--- src/fhf_pkg.sv ---
// Shared constants, types and address helper for the fire heat field engine.
package fhf_pkg;

	// Frame geometry
	localparam int FRAME_WIDTH  = 64;
	localparam int FRAME_HEIGHT = 32;
	localparam int CELL_COUNT   = FRAME_WIDTH * FRAME_HEIGHT;
	localparam int ADDR_W       = $clog2(CELL_COUNT);
	localparam int COL_W        = $clog2(FRAME_WIDTH);
	localparam int ROW_W        = $clog2(FRAME_HEIGHT);
	localparam int STEP_W       = $clog2(FRAME_WIDTH + 2);

	// Port field widths
	localparam int FUNC_W = 2;
	localparam int COLF_W = 6;
	localparam int ROWF_W = 5;
	localparam int HEAT_W = 8;

	localparam int STAMP_SPAN = 8;

	// Cooling filter: new = sum * HEAT_GAIN / HEAT_DIV, divide done by reciprocal
	localparam int HEAT_GAIN = 30;
	localparam int HEAT_DIV  = 130;
	localparam int SUM_MAX   = 4 * ((1 << HEAT_W) - 1);
	localparam int SUM_W     = $clog2(SUM_MAX + 1);
	localparam int PROD_MAX  = SUM_MAX * HEAT_GAIN;
	localparam int PROD_W    = $clog2(PROD_MAX + 1);
	localparam int DIV_SHIFT = 24;
	localparam int DIV_RECIP = ((1 << DIV_SHIFT) + HEAT_DIV - 1) / HEAT_DIV;
	localparam int RECIP_W   = $clog2(DIV_RECIP + 1);
	localparam int MUL_W     = PROD_W + RECIP_W;

	// Command queue between front and back
	localparam int QUEUE_DEPTH = 2;
	localparam int QPTR_W      = (QUEUE_DEPTH > 1) ? $clog2(QUEUE_DEPTH) : 1;
	localparam int QCNT_W      = $clog2(QUEUE_DEPTH + 1);

	// Function codes on the command port
	localparam logic [FUNC_W-1:0] FUNC_STAMP   = 2'd0;
	localparam logic [FUNC_W-1:0] FUNC_ADVANCE = 2'd1;
	localparam logic [FUNC_W-1:0] FUNC_READ    = 2'd2;

	typedef enum logic [1:0] {
		OP_STAMP   = 2'd0,
		OP_ADVANCE = 2'd1,
		OP_READ    = 2'd2
	} op_t;

	// Classified command as queued for the back end
	typedef struct packed {
		op_t                    op;
		logic [ADDR_W-1:0]      addr;
		logic [STAMP_SPAN-1:0]  bits;
		logic [HEAT_W-1:0]      value;
		logic                   out_of_frame;
	} cmd_t;

	typedef struct packed {
		logic full;
		logic empty;
	} q_stat_t;

	// Linear cell address of (row, column)
	function automatic logic [ADDR_W-1:0] cell_addr(input logic [ROW_W-1:0] r,
			input logic [COL_W-1:0] c);
		return ADDR_W'(r) * ADDR_W'(FRAME_WIDTH) + ADDR_W'(c);
	endfunction

endpackage

--- src/fhf_front.sv ---
// Front end: accepts command transfers, range-checks and classifies them.
module fhf_front (
	input  logic                       cmd_valid,
	output logic                       cmd_stall,
	input  logic [fhf_pkg::FUNC_W-1:0] func,
	input  logic [fhf_pkg::COLF_W-1:0] col,
	input  logic [fhf_pkg::ROWF_W-1:0] row,
	input  logic [fhf_pkg::STAMP_SPAN-1:0] row_bits,
	input  logic [fhf_pkg::HEAT_W-1:0] heat_value,
	input  fhf_pkg::q_stat_t           q_stat,
	input  logic                       clearing,
	output logic                       push,
	output fhf_pkg::cmd_t              cmd
);
	import fhf_pkg::*;

	logic accept;
	logic row_ok;
	logic col_ok;

	// Hold off while the queue is full or the frame is being cleared
	assign cmd_stall = q_stat.full || clearing;
	assign accept    = cmd_valid && !cmd_stall;

	assign row_ok = int'(row) < FRAME_HEIGHT;
	assign col_ok = int'(col) < FRAME_WIDTH;

	// Decode; unused function code is taken and dropped
	always_comb begin
		cmd              = '0;
		push             = 1'b0;
		cmd.addr         = cell_addr(row, col);
		cmd.value        = heat_value;
		cmd.out_of_frame = !(row_ok && col_ok);
		// stamp cells past the right edge or below the frame are masked off
		for (int i = 0; i < STAMP_SPAN; i++) begin
			cmd.bits[i] = row_bits[i] && ((int'(col) + i) < FRAME_WIDTH) && row_ok;
		end
		case (func)
			FUNC_STAMP: begin
				cmd.op = OP_STAMP;
				push   = accept;
			end
			FUNC_ADVANCE: begin
				cmd.op = OP_ADVANCE;
				push   = accept;
			end
			FUNC_READ: begin
				cmd.op = OP_READ;
				push   = accept;
			end
			default: begin
				push = 1'b0;
			end
		endcase
	end

endmodule

--- config.mk ---
export PLATFORM = sky130hd
export DESIGN_NAME = fhf_front
export DESIGN_NICKNAME = d
export VERILOG_FILES = /design/src/fhf_pkg.sv /design/src/fhf_front.sv
export SDC_FILE = /design/constraint.sdc
export NUM_CORES = 1
export LEC_CHECK = 0
export ABC_CLOCK_PERIOD_IN_PS = 800
export BUFFER_PORTS_ARGS = -buffer_cell sky130_fd_sc_hd__clkbuf_2
export CORE_AREA = 2 2 40 42
export DETAILED_ROUTE_END_ITERATION = 10
export DIE_AREA = 0 0 42 44
export PLACE_DENSITY = 0.87
export SLEW_MARGIN = 40
export SYNTH_ARGS = -nofsm -noshare
export SYNTH_HDL_FRONTEND = slang
export SYNTH_SLANG_ARGS = --single-unit
--- constraint.sdc ---
create_clock -name vclk -period 0.8
set_clock_uncertainty 0.05 [all_clocks]
set_input_delay 0.08 -clock vclk [all_inputs]
set_output_delay 0.08 -clock vclk [all_outputs]
set_load 0.02 [all_outputs]
==> summary.md <==
| Metric | Value |
|---|---|
| Status | `finished, violations left` |
| Failing checks | `setup timing` |
| # port buffers | `35` |
| Sw Ratio | `0.5081` |
| Total power | `approximately 280 uW` |
| Grt met1 use | `0.05941` |
| Layout Cells excl Fill | `72` |
| Die Y | `44 um` |
| Worst vdd ir | `roughly 0.18 mV` |
| Max-slew violations | `0` |
| GRT Overall Usage | `0.07106` |
| Iteration-0 DRC Markers | `0` |
| Clock buf count | `0` |
| Final min period | `~870 ps` |
| Crit Path Max Fanout | `2` |
| Hold Crit Class | `input pin to output pin` |
| Grt ovf | `0` |
| Post-synth cell types | `14` |
| Max cap viols | `0` |
| Cell leakage power | `0.2284 nW` |
| M3 GR Usage | `0.01250` |
| Register share of total power | `0` |
| Multi-input gate area | `157.7 sq um` |
| Syn_nets | `75` |
| Switch Pwr | `140.1 uW` |
| Commonest non-fill, non-tap cell in the layout | `clkbuf_2` |
| Fill count | `approximately 150` |
| HPWL Detailed | `about 650 um` |
| Netlist Area Pre-Place | `just under 300 sq um` |
| Layer carrying the most global-route usage | `met2` |
| RSZ-0062 raised after global routing | `true` |
| Worst Path Arrival | `around 740 ps` |
| Rows | `14` |
| Final wirelength | `754 um` |
| Worst Hold Depth | `0` |
| Worst min-delay path startpoint | `heat_value[4]` |
| Comb power frac | `1.000` |
| Initial antenna violation count | `0` |
| Hold Vio Cnt, Final | `0` |
| Ys Warns | `0` |
| Finish-stage setup viols | `1` |
| Post-Synthesis Cells | `42` |
| Die area | `between 1500 and 2000 sq um` |
| Fin crit share | `1.093` |
| Power share of the clock group | `0` |
| P_int | `roughly 140 uW` |
| Sequential-to-total area share from yosys stat | `0` |
| Via/cell ratio | `4.236` |
| Vias | `roughly 300` |
| Routed len/inst | `10.47 um` |
| Post-route ant nets | `0` |
| FFs & Latches | `0` |
| Core Footprint | `1419 sq um` |
| Commonest non-fill, non-tap cells in the layout | `clkbuf_2 (23), o21a_1 (6), buf_8 (4)` |
| Crit end category | `output pin` |
| Required @ worst endpoint | `~670 ps` |
| Starting density of the core | `0.2046` |
| RD Place Congestion | `approximately 0.63` |
| Area grow syn2layout | `55.17%` |
| Die Wd | `between 40 and 50 um` |
| Vias in the first global route | `280` |
| First-pass GRT wire length | `approximately 1.0 mm` |
| PnR worst setup slack | `-74.65 ps` |
| Cell Pwr Density | `~610 nW/um^2` |
| Worst hold slack | `110.0 ps` |
| Place WS | `-129.4 ps` |
| Fin nets | `approximately 90` |
| Fmax | `between 1000 and 1500 MHz` |
| Layout cell share with drive strength beyond 1 | `0.7321` |
| # diodes | `0` |
| DRC | `0` |
| Met2 GRT Util | `0.1469` |
| Crit path launch type | `input pin` |
| Kind of critical path | `input pin to output pin` |
| Syn avg cell area | `just under 7 sq um` |
| Register Area | `0 sq um` |
| Placed Instances | `72` |
| Hold path endpoint | `cmd[5]` |
| Postcts setup bufs | `0` |
| Largest net degree at the start of global routing | `8` |
| 1st-pass router iterations | `1` |
| I/O pins | `65` |
[how the worst max path moves through the flow]
stage,startpoint,to,slack [ps],cells past startpoint
4_1_cts,clearing,push,-70,4
5_1_grt,clearing,push,-120,4
3_3_place_gp,clearing,push,-130,4
3_5_place_dp,clearing,push,-130,4
6_report,clearing,push,-70,4
2_1_floorplan,clearing,push,-4,2
[timing repair]
item	CTS	global route
hold buffers	0	0
endpoints found under the setup margin	7	7
pin swaps	3	6
resized for setup	14	19
[kinds of logic (layout without fill, tap and decap cells)]
| kind of cell | Yosys count | count (layout) | synth area share |
|---|---|---|---|
| simple gates | 10 | 10 | 0.2026 |
| compound gates | 8 | 8 | 0.2155 |
| other cells | 1 | 1 | 0.01292 |
| buf+inv | 23 | 37 | 0.5690 |
[final cells by class]
cell class,count,share of cell area
Inverter,2,0.01667
Multi-Input combinational cell,19,0.3500
Tap cell,16,0.04444
Timing Repair Buffer,35,0.5889
[routing by layer]
| layer | wire length [um] | vias up | part of all wire |
|---|---|---|---|
| met5 | 0 | - | 0 |
| met4 | 34 | 0 | 0.045 |
| met3 | 105 | 4 | 0.14 |
| met2 | 441 | 24 | 0.58 |
| met1 | 173 | 136 | 0.23 |
| li1 | - | 141 | - |
[synthesized netlist by cell type, drive strengths merged]
cell type  instances  area share
a211oi             1       0.043
a21oi              1       0.017
and2               1       0.022
buf               21        0.54
conb               1       0.013
inv                2       0.026
nand2              1       0.013
nand3              1       0.017
nand4              1       0.043
nor2               2       0.026
nor2b              2       0.043
nor3               1       0.017
o21a               6        0.16
or2                1       0.022
[per-stage QoR]
| step | TNS, ps | util | cell area [sq um] |
|---|---|---|---|
| final | -74.65 | 0.3175 | 450.4 |
| after global routing | -119.3 | 0.3175 | 450.4 |
| after CTS | -69.42 | 0.2901 | 411.6 |
| after detailed placement | -394.5 | 0.2381 | 337.8 |
| after global placement | -277.5 | 0.2381 | 337.8 |
| after floorplan | -4.358 | - | 300.3 |
[critical path, cell delays in order]
cell and delay, ps:
buf_6 90, or2_4 250, a211oi_4 150, clkbuf_8 170
[power by group through the flow]
stage / Sequential, mW / Clock (mW) / Combinational, mW
CTS: 0 / 0 / 0.254
finish: 0 / 0 / 0.276
global route: 0 / 0 / 0.293
floorplan: 0 / 0 / 0.240
global placement: 0 / 0 / 0.215
detailed placement: 0 / 0 / 0.220
Note: power is estimated with default switching activity, not from simulation.
