## config.mk

```make
export PLATFORM = sky130hd
export DESIGN_NAME = fhf_queue
export DESIGN_NICKNAME = d
export VERILOG_FILES = /design/src/fhf_pkg.sv /design/src/fhf_queue.sv
export SDC_FILE = /design/constraint.sdc
export NUM_CORES = 1
export LEC_CHECK = 0
export BUFFER_PORTS_ARGS = -buffer_cell sky130_fd_sc_hd__buf_2
export CORE_ASPECT_RATIO = 1.1
export CORE_MARGIN = 1.5
export CORE_UTILIZATION = 35
export CTS_CLUSTER_SIZE = 25
export DETAILED_ROUTE_END_ITERATION = 16
export MAX_ROUTING_LAYER = met4
export PLACE_DENSITY = 0.57
export SYNTH_ARGS = -nofsm -noshare
export SYNTH_HDL_FRONTEND = slang
export SYNTH_SLANG_ARGS = --single-unit
```

## constraint.sdc

```tcl
create_clock -name clk -period 3.4 [get_ports clk]
set_input_delay 0.17 -clock clk [delete_from_list [all_inputs] [get_ports clk]]
set_output_delay 0.17 -clock clk [all_outputs]
set_load 0.01 [all_outputs]
```

## src/fhf_pkg.sv

```systemverilog
// Shared constants, types and address helper for the fire heat field engine.
package fhf_pkg;

	// Frame geometry
	localparam int FRAME_WIDTH  = 64;
	localparam int FRAME_HEIGHT = 32;
	localparam int CELL_COUNT   = FRAME_WIDTH * FRAME_HEIGHT;
	localparam int ADDR_W       = $clog2(CELL_COUNT);
	localparam int COL_W        = $clog2(FRAME_WIDTH);
	localparam int ROW_W        = $clog2(FRAME_HEIGHT);
	localparam int STEP_W       = $clog2(FRAME_WIDTH + 2);

	// Port field widths
	localparam int FUNC_W = 2;
	localparam int COLF_W = 6;
	localparam int ROWF_W = 5;
	localparam int HEAT_W = 8;

	localparam int STAMP_SPAN = 8;

	// Cooling filter: new = sum * HEAT_GAIN / HEAT_DIV, divide done by reciprocal
	localparam int HEAT_GAIN = 30;
	localparam int HEAT_DIV  = 130;
	localparam int SUM_MAX   = 4 * ((1 << HEAT_W) - 1);
	localparam int SUM_W     = $clog2(SUM_MAX + 1);
	localparam int PROD_MAX  = SUM_MAX * HEAT_GAIN;
	localparam int PROD_W    = $clog2(PROD_MAX + 1);
	localparam int DIV_SHIFT = 24;
	localparam int DIV_RECIP = ((1 << DIV_SHIFT) + HEAT_DIV - 1) / HEAT_DIV;
	localparam int RECIP_W   = $clog2(DIV_RECIP + 1);
	localparam int MUL_W     = PROD_W + RECIP_W;

	// Command queue between front and back
	localparam int QUEUE_DEPTH = 2;
	localparam int QPTR_W      = (QUEUE_DEPTH > 1) ? $clog2(QUEUE_DEPTH) : 1;
	localparam int QCNT_W      = $clog2(QUEUE_DEPTH + 1);

	// Function codes on the command port
	localparam logic [FUNC_W-1:0] FUNC_STAMP   = 2'd0;
	localparam logic [FUNC_W-1:0] FUNC_ADVANCE = 2'd1;
	localparam logic [FUNC_W-1:0] FUNC_READ    = 2'd2;

	typedef enum logic [1:0] {
		OP_STAMP   = 2'd0,
		OP_ADVANCE = 2'd1,
		OP_READ    = 2'd2
	} op_t;

	// Classified command as queued for the back end
	typedef struct packed {
		op_t                    op;
		logic [ADDR_W-1:0]      addr;
		logic [STAMP_SPAN-1:0]  bits;
		logic [HEAT_W-1:0]      value;
		logic                   out_of_frame;
	} cmd_t;

	typedef struct packed {
		logic full;
		logic empty;
	} q_stat_t;

	// Linear cell address of (row, column)
	function automatic logic [ADDR_W-1:0] cell_addr(input logic [ROW_W-1:0] r,
			input logic [COL_W-1:0] c);
		return ADDR_W'(r) * ADDR_W'(FRAME_WIDTH) + ADDR_W'(c);
	endfunction

endpackage

```

## src/fhf_queue.sv

```systemverilog
// Short command queue that decouples the front end from the back end.
module fhf_queue (
	input  logic             clk,
	input  logic             arst_n,
	input  logic             push,
	input  fhf_pkg::cmd_t    push_cmd,
	input  logic             pop,
	output fhf_pkg::cmd_t    head,
	output fhf_pkg::q_stat_t q_stat
);
	import fhf_pkg::*;

	cmd_t              entry_q [QUEUE_DEPTH];
	logic [QPTR_W-1:0] wr_ptr_q;
	logic [QPTR_W-1:0] rd_ptr_q;
	logic [QCNT_W-1:0] count_q;

	assign head         = entry_q[rd_ptr_q];
	assign q_stat.full  = count_q == QCNT_W'(QUEUE_DEPTH);
	assign q_stat.empty = count_q == '0;

	// Pointers and fill count
	always_ff @(posedge clk or negedge arst_n) begin
		if (!arst_n) begin
			wr_ptr_q <= '0;
			rd_ptr_q <= '0;
			count_q  <= '0;
		end else begin
			if (push) begin
				wr_ptr_q <= (wr_ptr_q == QPTR_W'(QUEUE_DEPTH - 1)) ? '0 : wr_ptr_q + 1'b1;
			end
			if (pop) begin
				rd_ptr_q <= (rd_ptr_q == QPTR_W'(QUEUE_DEPTH - 1)) ? '0 : rd_ptr_q + 1'b1;
			end
			if (push && !pop) begin
				count_q <= count_q + 1'b1;
			end else if (pop && !push) begin
				count_q <= count_q - 1'b1;
			end
		end
	end

	// Entry storage
	always_ff @(posedge clk) begin
		if (push) begin
			entry_q[wr_ptr_q] <= push_cmd;
		end
	end

endmodule

```

==> metrics.yaml, run 1 <==
logic_synthesis:
  mappedNetlistNets: 144
  synth_common_cells: "60 x edfxtp_1, 30 x mux2_2, 4 x dfrtp_1, 4 x xor2_1, 3 x buf_6"
  synth_edf_count: 60
  ys.warnings.count: 0
  syn-mean-instance-area_um2: 21.6
  synth.most_common_cell: "edfxtp_1"
  synthTopCellsByArea: "edfxtp_1 76%, mux2_2 14%, dfrtp_1 4.2%, xor2_1 1.5%, buf_6 1.4%"
  synth_top_area_share: 0.764
  synth-seq-cells: 64
  ys_types: 11
  yosysSeqAreaShare: 0.806
  synthArstFlopShare: 0.0625
  netlist_area_mm2: 0.00236
  synth_flop_cell: "edfxtp_1"
  yosys.area.top_type: "edfxtp_1"
  netlist_instances: 109
clock_network:
  cts_setup_buffers: 0
  cts.sinks: 64
  numCtsBuffers: 9
  clkTransAtPathRegs_ns: 0.06
  root_buffer: "clkbuf_8"
  clock_path_buffers: 2
  clock_latency_ns: 0.32
  cts_tree: "built"
  cts_htree_levels: 3
floorplan:
  start_util: 0.360
  coreArea_mm2: 0.00656
  die_w_um: 81.3
  dieHeight_um: 89.1
  die_area_mm2: 0.00724
  core.rowCount: 31
  ios: 66
global_routing:
  antenna_found_initial: 0
  grt_util_all_layers: 0.116
  grt_pass1_vias: 1236
  grt_max_degree: 20
  grt_pass1_wl_um: 5710
  grt_overflow: 0
setup_path:
  cp_data_arrival_time_ns: 1.88
  end_kind: "output port"
  criticalPathCategory: "flop to output port"
  cpLargestDelayFamily: "flip-flops"
  cp_slowest_stage_delay_ns: 0.67
  path_max_fanout: 19
  cp.required_ns: 3.23
  crit_chain: "buf_4 > mux2_2 > buf_2"
  critPathSlowestCell: "dfrtp_1"
  crit_buf_inv: 2
  cp-start-kind: "flop"
timing:
  fin_crit_sh: 0.602
  finalCriticalPeriod_ns: 2.05
  tns_ns: 0
  maxSlewViolCount: 0
  rsz0062_at_grt: "false"
  relSlewSlack: 0.602
  worst_pin_slew_ns: 0.594
  max_freq_mhz: 489
  hold_violations: 0
  finClkSkew_ns: 0.00679
  setup_viol: 0
routing:
  wirelength_um: 3950
  drtIter0Drc: 53
  postRouteAntennaNets: 0
  viasPerCell: 4.48
  vias: 1224
  routedWlPerCell_um: 14.5
  drc_errors: 0
  first_pass_iters: 4
run:
  drv_cap: 0
power:
  p_leak_nw: 1.12
  pwr_density_cell_mw_per_mm2: 774
  ir_drop_mv: 0.229
final_layout:
  final_area_mm2: 0.00294
  final_net_count: 221
  syn2layout_area_growth_pct: 24.7
  stdcell_count: 273
  num_antenna_cells: 0
  drive_gt1_frac: 0.571
placement:
  gp_congestion: 0.687
  dpl-instance-area_mm2: 0.00278
  hpwl_um: 2830
  portBuffers: 65
  dp_cells: 256
status:
  outcome: "finished, final reports clean"
worst_hold_path:
  hold_class: "input port to flop"
==> worst paths after layout <==
check	start	end	slack (ns)	depth (start not counted)
hold / removal	push_cmd[2]	entry_q[1][2]	0.03	1
min in group asynchronous	arst_n	count_q[1]	0.19	2
hold reg to reg	wr_ptr_q	wr_ptr_q	0.51	1
setup reg to reg	wr_ptr_q	entry_q[0][13]	1.79	2
max in group asynchronous	arst_n	wr_ptr_q	3.09	2
setup / recovery	rd_ptr_q	head[9]	1.35	3
==> cell families after synthesis <==
| logic type | after synthesis | share of synthesized area |
|---|---|---|
| adder cells (fa/ha/maj) | 1 | 0.00530 |
| multiplexers | 30 | 0.143 |
| buffers and inverters | 4 | 0.0159 |
| AND/OR/NAND/NOR | 5 | 0.0111 |
| flip-flops | 64 | 0.806 |
| XOR/XNOR | 5 | 0.0186 |
==> cell type report <==
type,count,area (um^2)
multi-input cells,41,423
clock inverters,6,26.3
fillers,577,3610
inverters,1,3.75
well taps,82,103
clock buffers,10,128
repair buffers,69,358
flip-flops and latches,64,1900
==> report_power, final <==
part	total, W	internal (W)	leakage, nW	switching (W)
combinational	0.000646	0.000319	0.440	0.000327
clock	0.000505	0.000252	0.0739	0.000253
sequential	0.00113	0.00105	0.610	0.0000751
==> sequential cells by signal, summed over array words and instances (netlist names) <==
| signal | count |
|---|---|
| rd_ptr_q | 1 |
| count_q | 2 |
| entry_q | 60 |
| wr_ptr_q | 1 |
==> worst register-to-register path, stage by stage (launching register included) <==
cell and delay [ns]:
dfrtp_1 0.41, nor2b_2 0.50, buf_4 0.39
==> layer usage <==
metal,share of wire,vias to the layer above,global-route usage,wire length (um)
met5,0,-,-,0
met4,0.026,0,0.0893,101
met3,0.044,10,0.0245,175
met2,0.54,40,0.197,2140
met1,0.39,596,0.115,1530
li1,-,578,-,-
==> what timing repair did <==
action                                 4_1_cts  5_1_grt
resized for setup                            0        0
endpoints found under the hold margin        4        0
hold buffers                                 1        0
==> per-stage QoR <==
step | hold slack, ns | total power [W] | utilization | setup WS, ns
floorplan | -0.126 | 0.00157 | - | 1.23
detailed placement | -0.0202 | 0.00180 | 0.424 | 1.67
global route | 0.0119 | 0.00240 | 0.449 | 1.23
global placement | -0.0216 | 0.00179 | 0.424 | 1.71
CTS | 0.0145 | 0.00232 | 0.449 | 1.29
finish | 0.0340 | 0.00228 | 0.449 | 1.35
==> layout by cell type (no fill, tap or decap) <==
master / netlist / routed
and2_1: 1 / 1
buf_2: 0 / 65
buf_4: 0 / 3
clkbuf_1: 0 / 1
clkbuf_8: 0 / 9
clkinv_1: 0 / 5
clkinvlp_4: 0 / 1
dfrtp_1: 4 / 4
dlygate4sd3_1: 0 / 1
edfxtp_1: 60 / 60
ha_1: 1 / 1
inv_1: 1 / 1
mux2_2: 30 / 30
nor2_1: 2 / 2
nor2b_1: 2 / 1
nor2b_2: 0 / 1
xnor2_1: 1 / 1
xor2_1: 4 / 4
No activity file was read; power rests on OpenSTA's default activity.
==> inputs of run 2 (changes only) <==
PLACE_DENSITY = 0.59   (was 0.57)
clock period = 1.65 ns   (was 3.4 ns; I/O delays follow)
==> run 2 against run 1 <==
Net effect:
- clock-buffer cell count is 1 lower
- cell count is 12% higher
- sequential power is 100% higher
- power is 150% higher
- critical path type unchanged
- sequential share of layout area is 9.1 points lower
- largest power group unchanged
- cell area is 16% higher
- sequential cell count stayed put
- utilization is 7.3 points higher
- clock skew is 0.0034 ns lower
- combinational power is 140% higher
- register-to-register slack worse by 1.4 ns
==> metrics.yaml, run 2 (synthesis results as in run 1) <==
global_routing:
  grt_util_all_layers: 0.132  # +0.0164
  antenna_found_initial: 0  # unchanged
  grt_pass1_wl_um: 6410  # +12%
  grt_max_degree: 32  # +60%
  grt_overflow: 0  # unchanged
  grt_pass1_vias: 1459  # +18%
timing:
  hold_violations: 0  # unchanged
  rsz0062_at_grt: "false"
  setup_viol: 0  # unchanged
  whs_ns: 0.0738  # +0.0398 ns
  max_freq_mhz: 660
  tns_ns: 0  # unchanged
  finClkSkew_ns: 0.00336  # -0.00343 ns
  worst_slack_ns: 0.136  # -1.22 ns
  worst_pin_slew_ns: 0.301  # -0.292 ns
  finalCriticalPeriod_ns: 1.51
  maxSlewViolCount: 0  # unchanged
  fin_crit_sh: 0.918
  relSlewSlack: 0.799  # +0.197
setup_path:
  reg2reg_from: "wr_ptr_q"
  cp-start-kind: "flop"
  criticalPathCategory: "flop to output port"
  reg2reg_slack_ns: 0.43  # -1.36 ns
  cp.required_ns: 1.57  # -1.66 ns
  cp-startpoint: "rd_ptr_q"
  reg2reg_depth: 2  # unchanged
  cp_data_arrival_time_ns: 1.43  # -0.45 ns
  end_kind: "output port"
  path_max_fanout: 31  # +12
  cp-endpoint: "head[5]"
  r2r_end: "entry_q[1][13]"
placement:
  hpwl_um: 2740  # -3.0%
  place_ws_ns: 0.431  # -1.24 ns
  gp_congestion: 0.645  # -6.1%
  portBuffers: 65  # unchanged
  dpl-instance-area_mm2: 0.00281  # +1.2%
final_layout:
  drive_gt1_frac: 0.511  # -0.0596
  num_antenna_cells: 0  # unchanged
  final_cell_mix: "65 x buf_2, 60 x edfxtp_1, 33 x dlygate4sd3_1"
  regMostFlops: "entry_q"
  final_net_count: 255  # +15%
  fill_cells: 533  # -7.6%
  multiInputGateArea_um2: 428  # +1.2%
  final_area_mm2: 0.00342  # +16%
  largest_reg_flops: 60  # unchanged
  reg_top3: "entry_q x60, count_q x2"
  syn2layout_area_growth_pct: 45.1
  register_area_mm2: 0.00190  # unchanged
  layout_commonest_cell: "buf_2"
clock_network:
  cts.sinks: 64  # unchanged
  cts-hold-fix-buffers: 33  # +32
  cts_setup_buffers: 0  # unchanged
  root_buffer: "clkbuf_8"
  cts_htree_levels: 3  # unchanged
  cts_tree: "built"
  cts_resized: 0  # unchanged
  clkTransAtPathRegs_ns: 0.06  # about the same
  clock_path_buffers: 2  # unchanged
  clock_latency_ns: 0.33  # about the same
  numCtsBuffers: 9  # unchanged
power:
  pwr_density_cell_mw_per_mm2: 1650  # +110%
  clkPwrFrac: 0.329  # +0.107
  p_leak_nw: 1.34  # +19%
  pwr-share-seq: 0.403  # -0.091
  combPwrFrac: 0.268  # -0.016
  power.share.switching: 0.252  # -0.0355
  internal_power_w: 0.00423  # +160%
  p_sw_w: 0.00143  # +120%
  ir_drop_mv: 0.929  # +310%
routing:
  wirelength_um: 4270  # +8.2%
  first_pass_iters: 5  # +1
  routedWlPerCell_um: 13.9  # -3.8%
  vias: 1362  # +11%
  viasPerCell: 4.44  # -1.0%
  postRouteAntennaNets: 0  # unchanged
  drtIter0Drc: 47  # -11%
  drc_errors: 0  # unchanged
floorplan:
  dieHeight_um: 89.1  # unchanged
  core.rowCount: 31  # unchanged
  start_util: 0.360  # unchanged
  ios: 66  # unchanged
  die_w_um: 81.3  # unchanged
  die_area_mm2: 0.00724  # unchanged
  coreArea_mm2: 0.00656  # unchanged
run:
  drv_cap: 0  # unchanged
status:
  outcome: "finished, final reports clean"
worst_hold_path:
  hold_class: "input port to asynchronous set/reset pin"
[run 2: changes by cell type in the layout (fill, tap and decap cells not counted)]
cell,delta
nor2b_2,-1
bufinv_16,+5
nor2b_4,+1
clkinv_1,-3
buf_12,+1
dlygate4sd3_1,+32
clkbuf_1,-1
buf_4,+1
clkinvlp_4,-1
[run 2: worst min-delay path by stage]
stage | end | startpoint
2_1_floorplan | count_q[0] | arst_n
3_3_place_gp | count_q[1] | arst_n
3_5_place_dp | count_q[1] | arst_n
4_1_cts | count_q[1] | arst_n
5_1_grt | count_q[0] | arst_n
6_report | count_q[0] | arst_n
[run 2: final cells by class]
cell class | instances | area share
Tap cell | 82 | 0.0300
Timing Repair Buffer | 103 | 0.206
Multi-Input combinational cell | 41 | 0.125
Clock inverter | 7 | 0.0461
Clock buffer | 9 | 0.0362
Inverter | 1 | 0.00110
Sequential cell | 64 | 0.556
[run 2: power groups by stage]
stage | registers [W] | clock network [W] | logic, W
finish | 0.00227 | 0.00186 | 0.00152
global route | 0.00230 | 0.00197 | 0.00166
CTS | 0.00228 | 0.00190 | 0.00155
detailed placement | 0.00231 | 0 | 0.00149
floorplan | 0.00229 | 0 | 0.000947
global placement | 0.00229 | 0 | 0.00146
[run 2: metal layers]
metal	share of wire	global-route usage	vias to the layer above
li1	-	-	644
met1	0.40	0.134	664
met2	0.53	0.224	47
met3	0.046	0.0245	7
met4	0.027	0.103	0
met5	0	-	-
[run 2: per-stage QoR]
step | utilization | power, W | cells
after floorplan | - | 0.00324 | 109
after global placement | 0.429 | 0.00374 | 258
after detailed placement | 0.429 | 0.00380 | 258
after CTS | 0.522 | 0.00574 | 307
after global routing | 0.522 | 0.00593 | 307
final | 0.522 | 0.00565 | 307
[run 2: worst max-delay path: stages, from the launching register on]
cell and delay (ns):
dfrtp_1 0.37, buf_12 0.22, mux2_2 0.37, buf_2 0.14
==> inputs of run 3 (changes only) <==
PLACE_DENSITY = unset   (was 0.59)
==> run 3 against run 2 <==
Net effect:
- non-clock buffer count decreased by 1
- clock skew increased by 0.0020 ns
- via count shrank 2.7%
- sequential share of layout area grew 1.7 points
- sequential power about the same
- largest cell class unchanged
==> metrics.yaml, run 3 (synthesis results as in run 1) <==
placement:
  dp_cells: 257  # -0.39%
  place_ws_ns: 0.459  # +0.0286 ns
  gp_congestion: 0.742  # +15%
  dpl-instance-area_mm2: 0.00282  # +0.18%
  portBuffers: 65  # unchanged
  hpwl_um: 2680  # -2.4%
final_layout:
  final_area_mm2: 0.00332  # -2.9%
  num_antenna_cells: 0  # unchanged
  drive_gt1_frac: 0.507  # -0.00438
  reg_top3: "entry_q x60, count_q x2"
  layout_commonest_cell: "buf_2"
  regMostFlops: "entry_q"
  stdcell_count: 305  # -0.65%
  final_cell_mix: "65 x buf_2, 60 x edfxtp_1, 33 x dlygate4sd3_1"
  syn2layout_area_growth_pct: 40.8
  largest_reg_flops: 60  # unchanged
  final_net_count: 254  # -0.39%
  utilization: 0.507  # -0.0153
  fill_cells: 550  # +3.2%
clock_network:
  numCtsBuffers: 9  # unchanged
  cts_tree: "built"
  cts.sinks: 64  # unchanged
  clock_latency_ns: 0.32  # about the same
  root_buffer: "clkbuf_8"
  cts_htree_levels: 3  # unchanged
  clock_path_buffers: 2  # unchanged
  clkTransAtPathRegs_ns: 0.06  # about the same
  cts_setup_buffers: 0  # unchanged
timing:
  fin_crit_sh: 0.922  # +0.00440
  hold_violations: 0  # unchanged
  rsz0062_at_grt: "false"
  maxSlewViolCount: 0  # unchanged
  setup_viol: 0  # unchanged
  relSlewSlack: 0.846  # +0.0463
  tns_ns: 0  # unchanged
  max_freq_mhz: 657  # -0.48%
  worst_slack_ns: 0.129  # -0.00727 ns
  finalCriticalPeriod_ns: 1.52  # +0.00727 ns
  worst_pin_slew_ns: 0.232  # -0.0694 ns
  finClkSkew_ns: 0.00536  # +0.00200 ns
routing:
  postRouteAntennaNets: 0  # unchanged
  drtIter0Drc: 47  # unchanged
  routedWlPerCell_um: 13.6  # -2.4%
  wirelength_um: 4140  # -3.0%
  first_pass_iters: 4  # -1
  viasPerCell: 4.34  # -2.1%
  drc_errors: 0  # unchanged
  vias: 1325  # -2.7%
status:
  outcome: "finished, final reports clean"
floorplan:
  coreArea_mm2: 0.00656  # unchanged
  dieHeight_um: 89.1  # unchanged
  die_w_um: 81.3  # unchanged
  core.rowCount: 31  # unchanged
  start_util: 0.360  # unchanged
  ios: 66  # unchanged
  die_area_mm2: 0.00724  # unchanged
setup_path:
  reg2reg_slack_ns: 0.51  # +0.08 ns
  cp-startpoint: "rd_ptr_q"
  end_kind: "output port"
  cp.required_ns: 1.57  # about the same
  criticalPathCategory: "flop to output port"
  cp-endpoint: "head[13]"
  path_max_fanout: 18  # -42%
  r2r_end: "entry_q[1][13]"
  reg2reg_from: "wr_ptr_q"
  cp_data_arrival_time_ns: 1.44  # about the same
  reg2reg_depth: 2  # unchanged
  cp-start-kind: "flop"
power:
  pwr_density_cell_mw_per_mm2: 1500  # -9.3%
  p_leak_nw: 1.29  # -3.6%
  ir_drop_mv: 0.555  # -40%
global_routing:
  antenna_found_initial: 0  # unchanged
  grt_use_met3: 0.0531  # +0.0286
  grt_pass1_vias: 1387  # -4.9%
  grt_util_all_layers: 0.133  # +0.000722
  grt_use_met1: 0.133  # -0.000537
  grt_overflow: 0  # unchanged
  met2_usage: 0.210  # -0.0135
  grt_max_degree: 31  # -3.1%
  top_usage_layer: "met2"
  grt_pass1_wl_um: 6440  # +0.42%
worst_hold_path:
  hold_class: "input port to asynchronous set/reset pin"
run:
  drv_cap: 0  # unchanged
## run 3: cell count changes in the layout (fill, tap and decap cells not counted)
cell and delta:
clkinv_1 -1, clkbuf_1 +1, bufinv_16 -4, clkinv_2 +3, buf_12 +1, buf_4 -2
## run 3: layout make-up
cell class | instances | area [um^2] | share of cell area
Timing Repair Buffer | 102 | 711 | 0.214
Multi-Input combinational cell | 41 | 428 | 0.129
Clock inverter | 5 | 48.8 | 0.0147
Inverter | 1 | 3.75 | 0.00113
Clock buffer | 10 | 128 | 0.0384
Sequential cell | 64 | 1900 | 0.572
Tap cell | 82 | 103 | 0.0309
## run 3: where the power goes
group          internal [W]  leakage (nW)  total (W)  switching, W
Sequential          0.00216         0.610    0.00227      0.000109
Combinational      0.000764         0.590    0.00151      0.000749
Clock              0.000676        0.0933    0.00119      0.000515
## run 3: per-stage QoR
stage	total power (W)	hold slack (ns)
floorplan	0.00324	-0.213
global placement	0.00373	-0.106
detailed placement	0.00378	-0.104
CTS	0.00506	0.0748
global route	0.00527	0.0990
finish	0.00498	0.0948
## run 3: how the worst min path moves through the flow
stage | cells after the start | slack (ns) | endpoint | startpoint
3_5_place_dp | 1 | -0.10 | count_q[1] | arst_n
5_1_grt | 2 | 0.1 | count_q[1] | arst_n
6_report | 2 | 0.09 | count_q[1] | arst_n
2_1_floorplan | 0 | -0.21 | count_q[0] | arst_n
4_1_cts | 2 | 0.07 | count_q[1] | arst_n
3_3_place_gp | 1 | -0.11 | count_q[1] | arst_n
## run 3: critical path, cell delays in order (launching register included)
cell	delay, ns
dfrtp_1	0.35
buf_4	0.25
mux2_2	0.37
buf_2	0.14
## run 3: per-layer routing
layer  vias to the layer above  part of all wire
met2                        42              0.52
met5                         -                 0
met1                       634              0.41
met3                        10             0.051
li1                        639                 -
met4                         0             0.028
## run 3: timing repair
item                                   CTS  global route
hold buffers                            33             0
endpoints found under the hold margin   66             0
resized for setup                        0             0
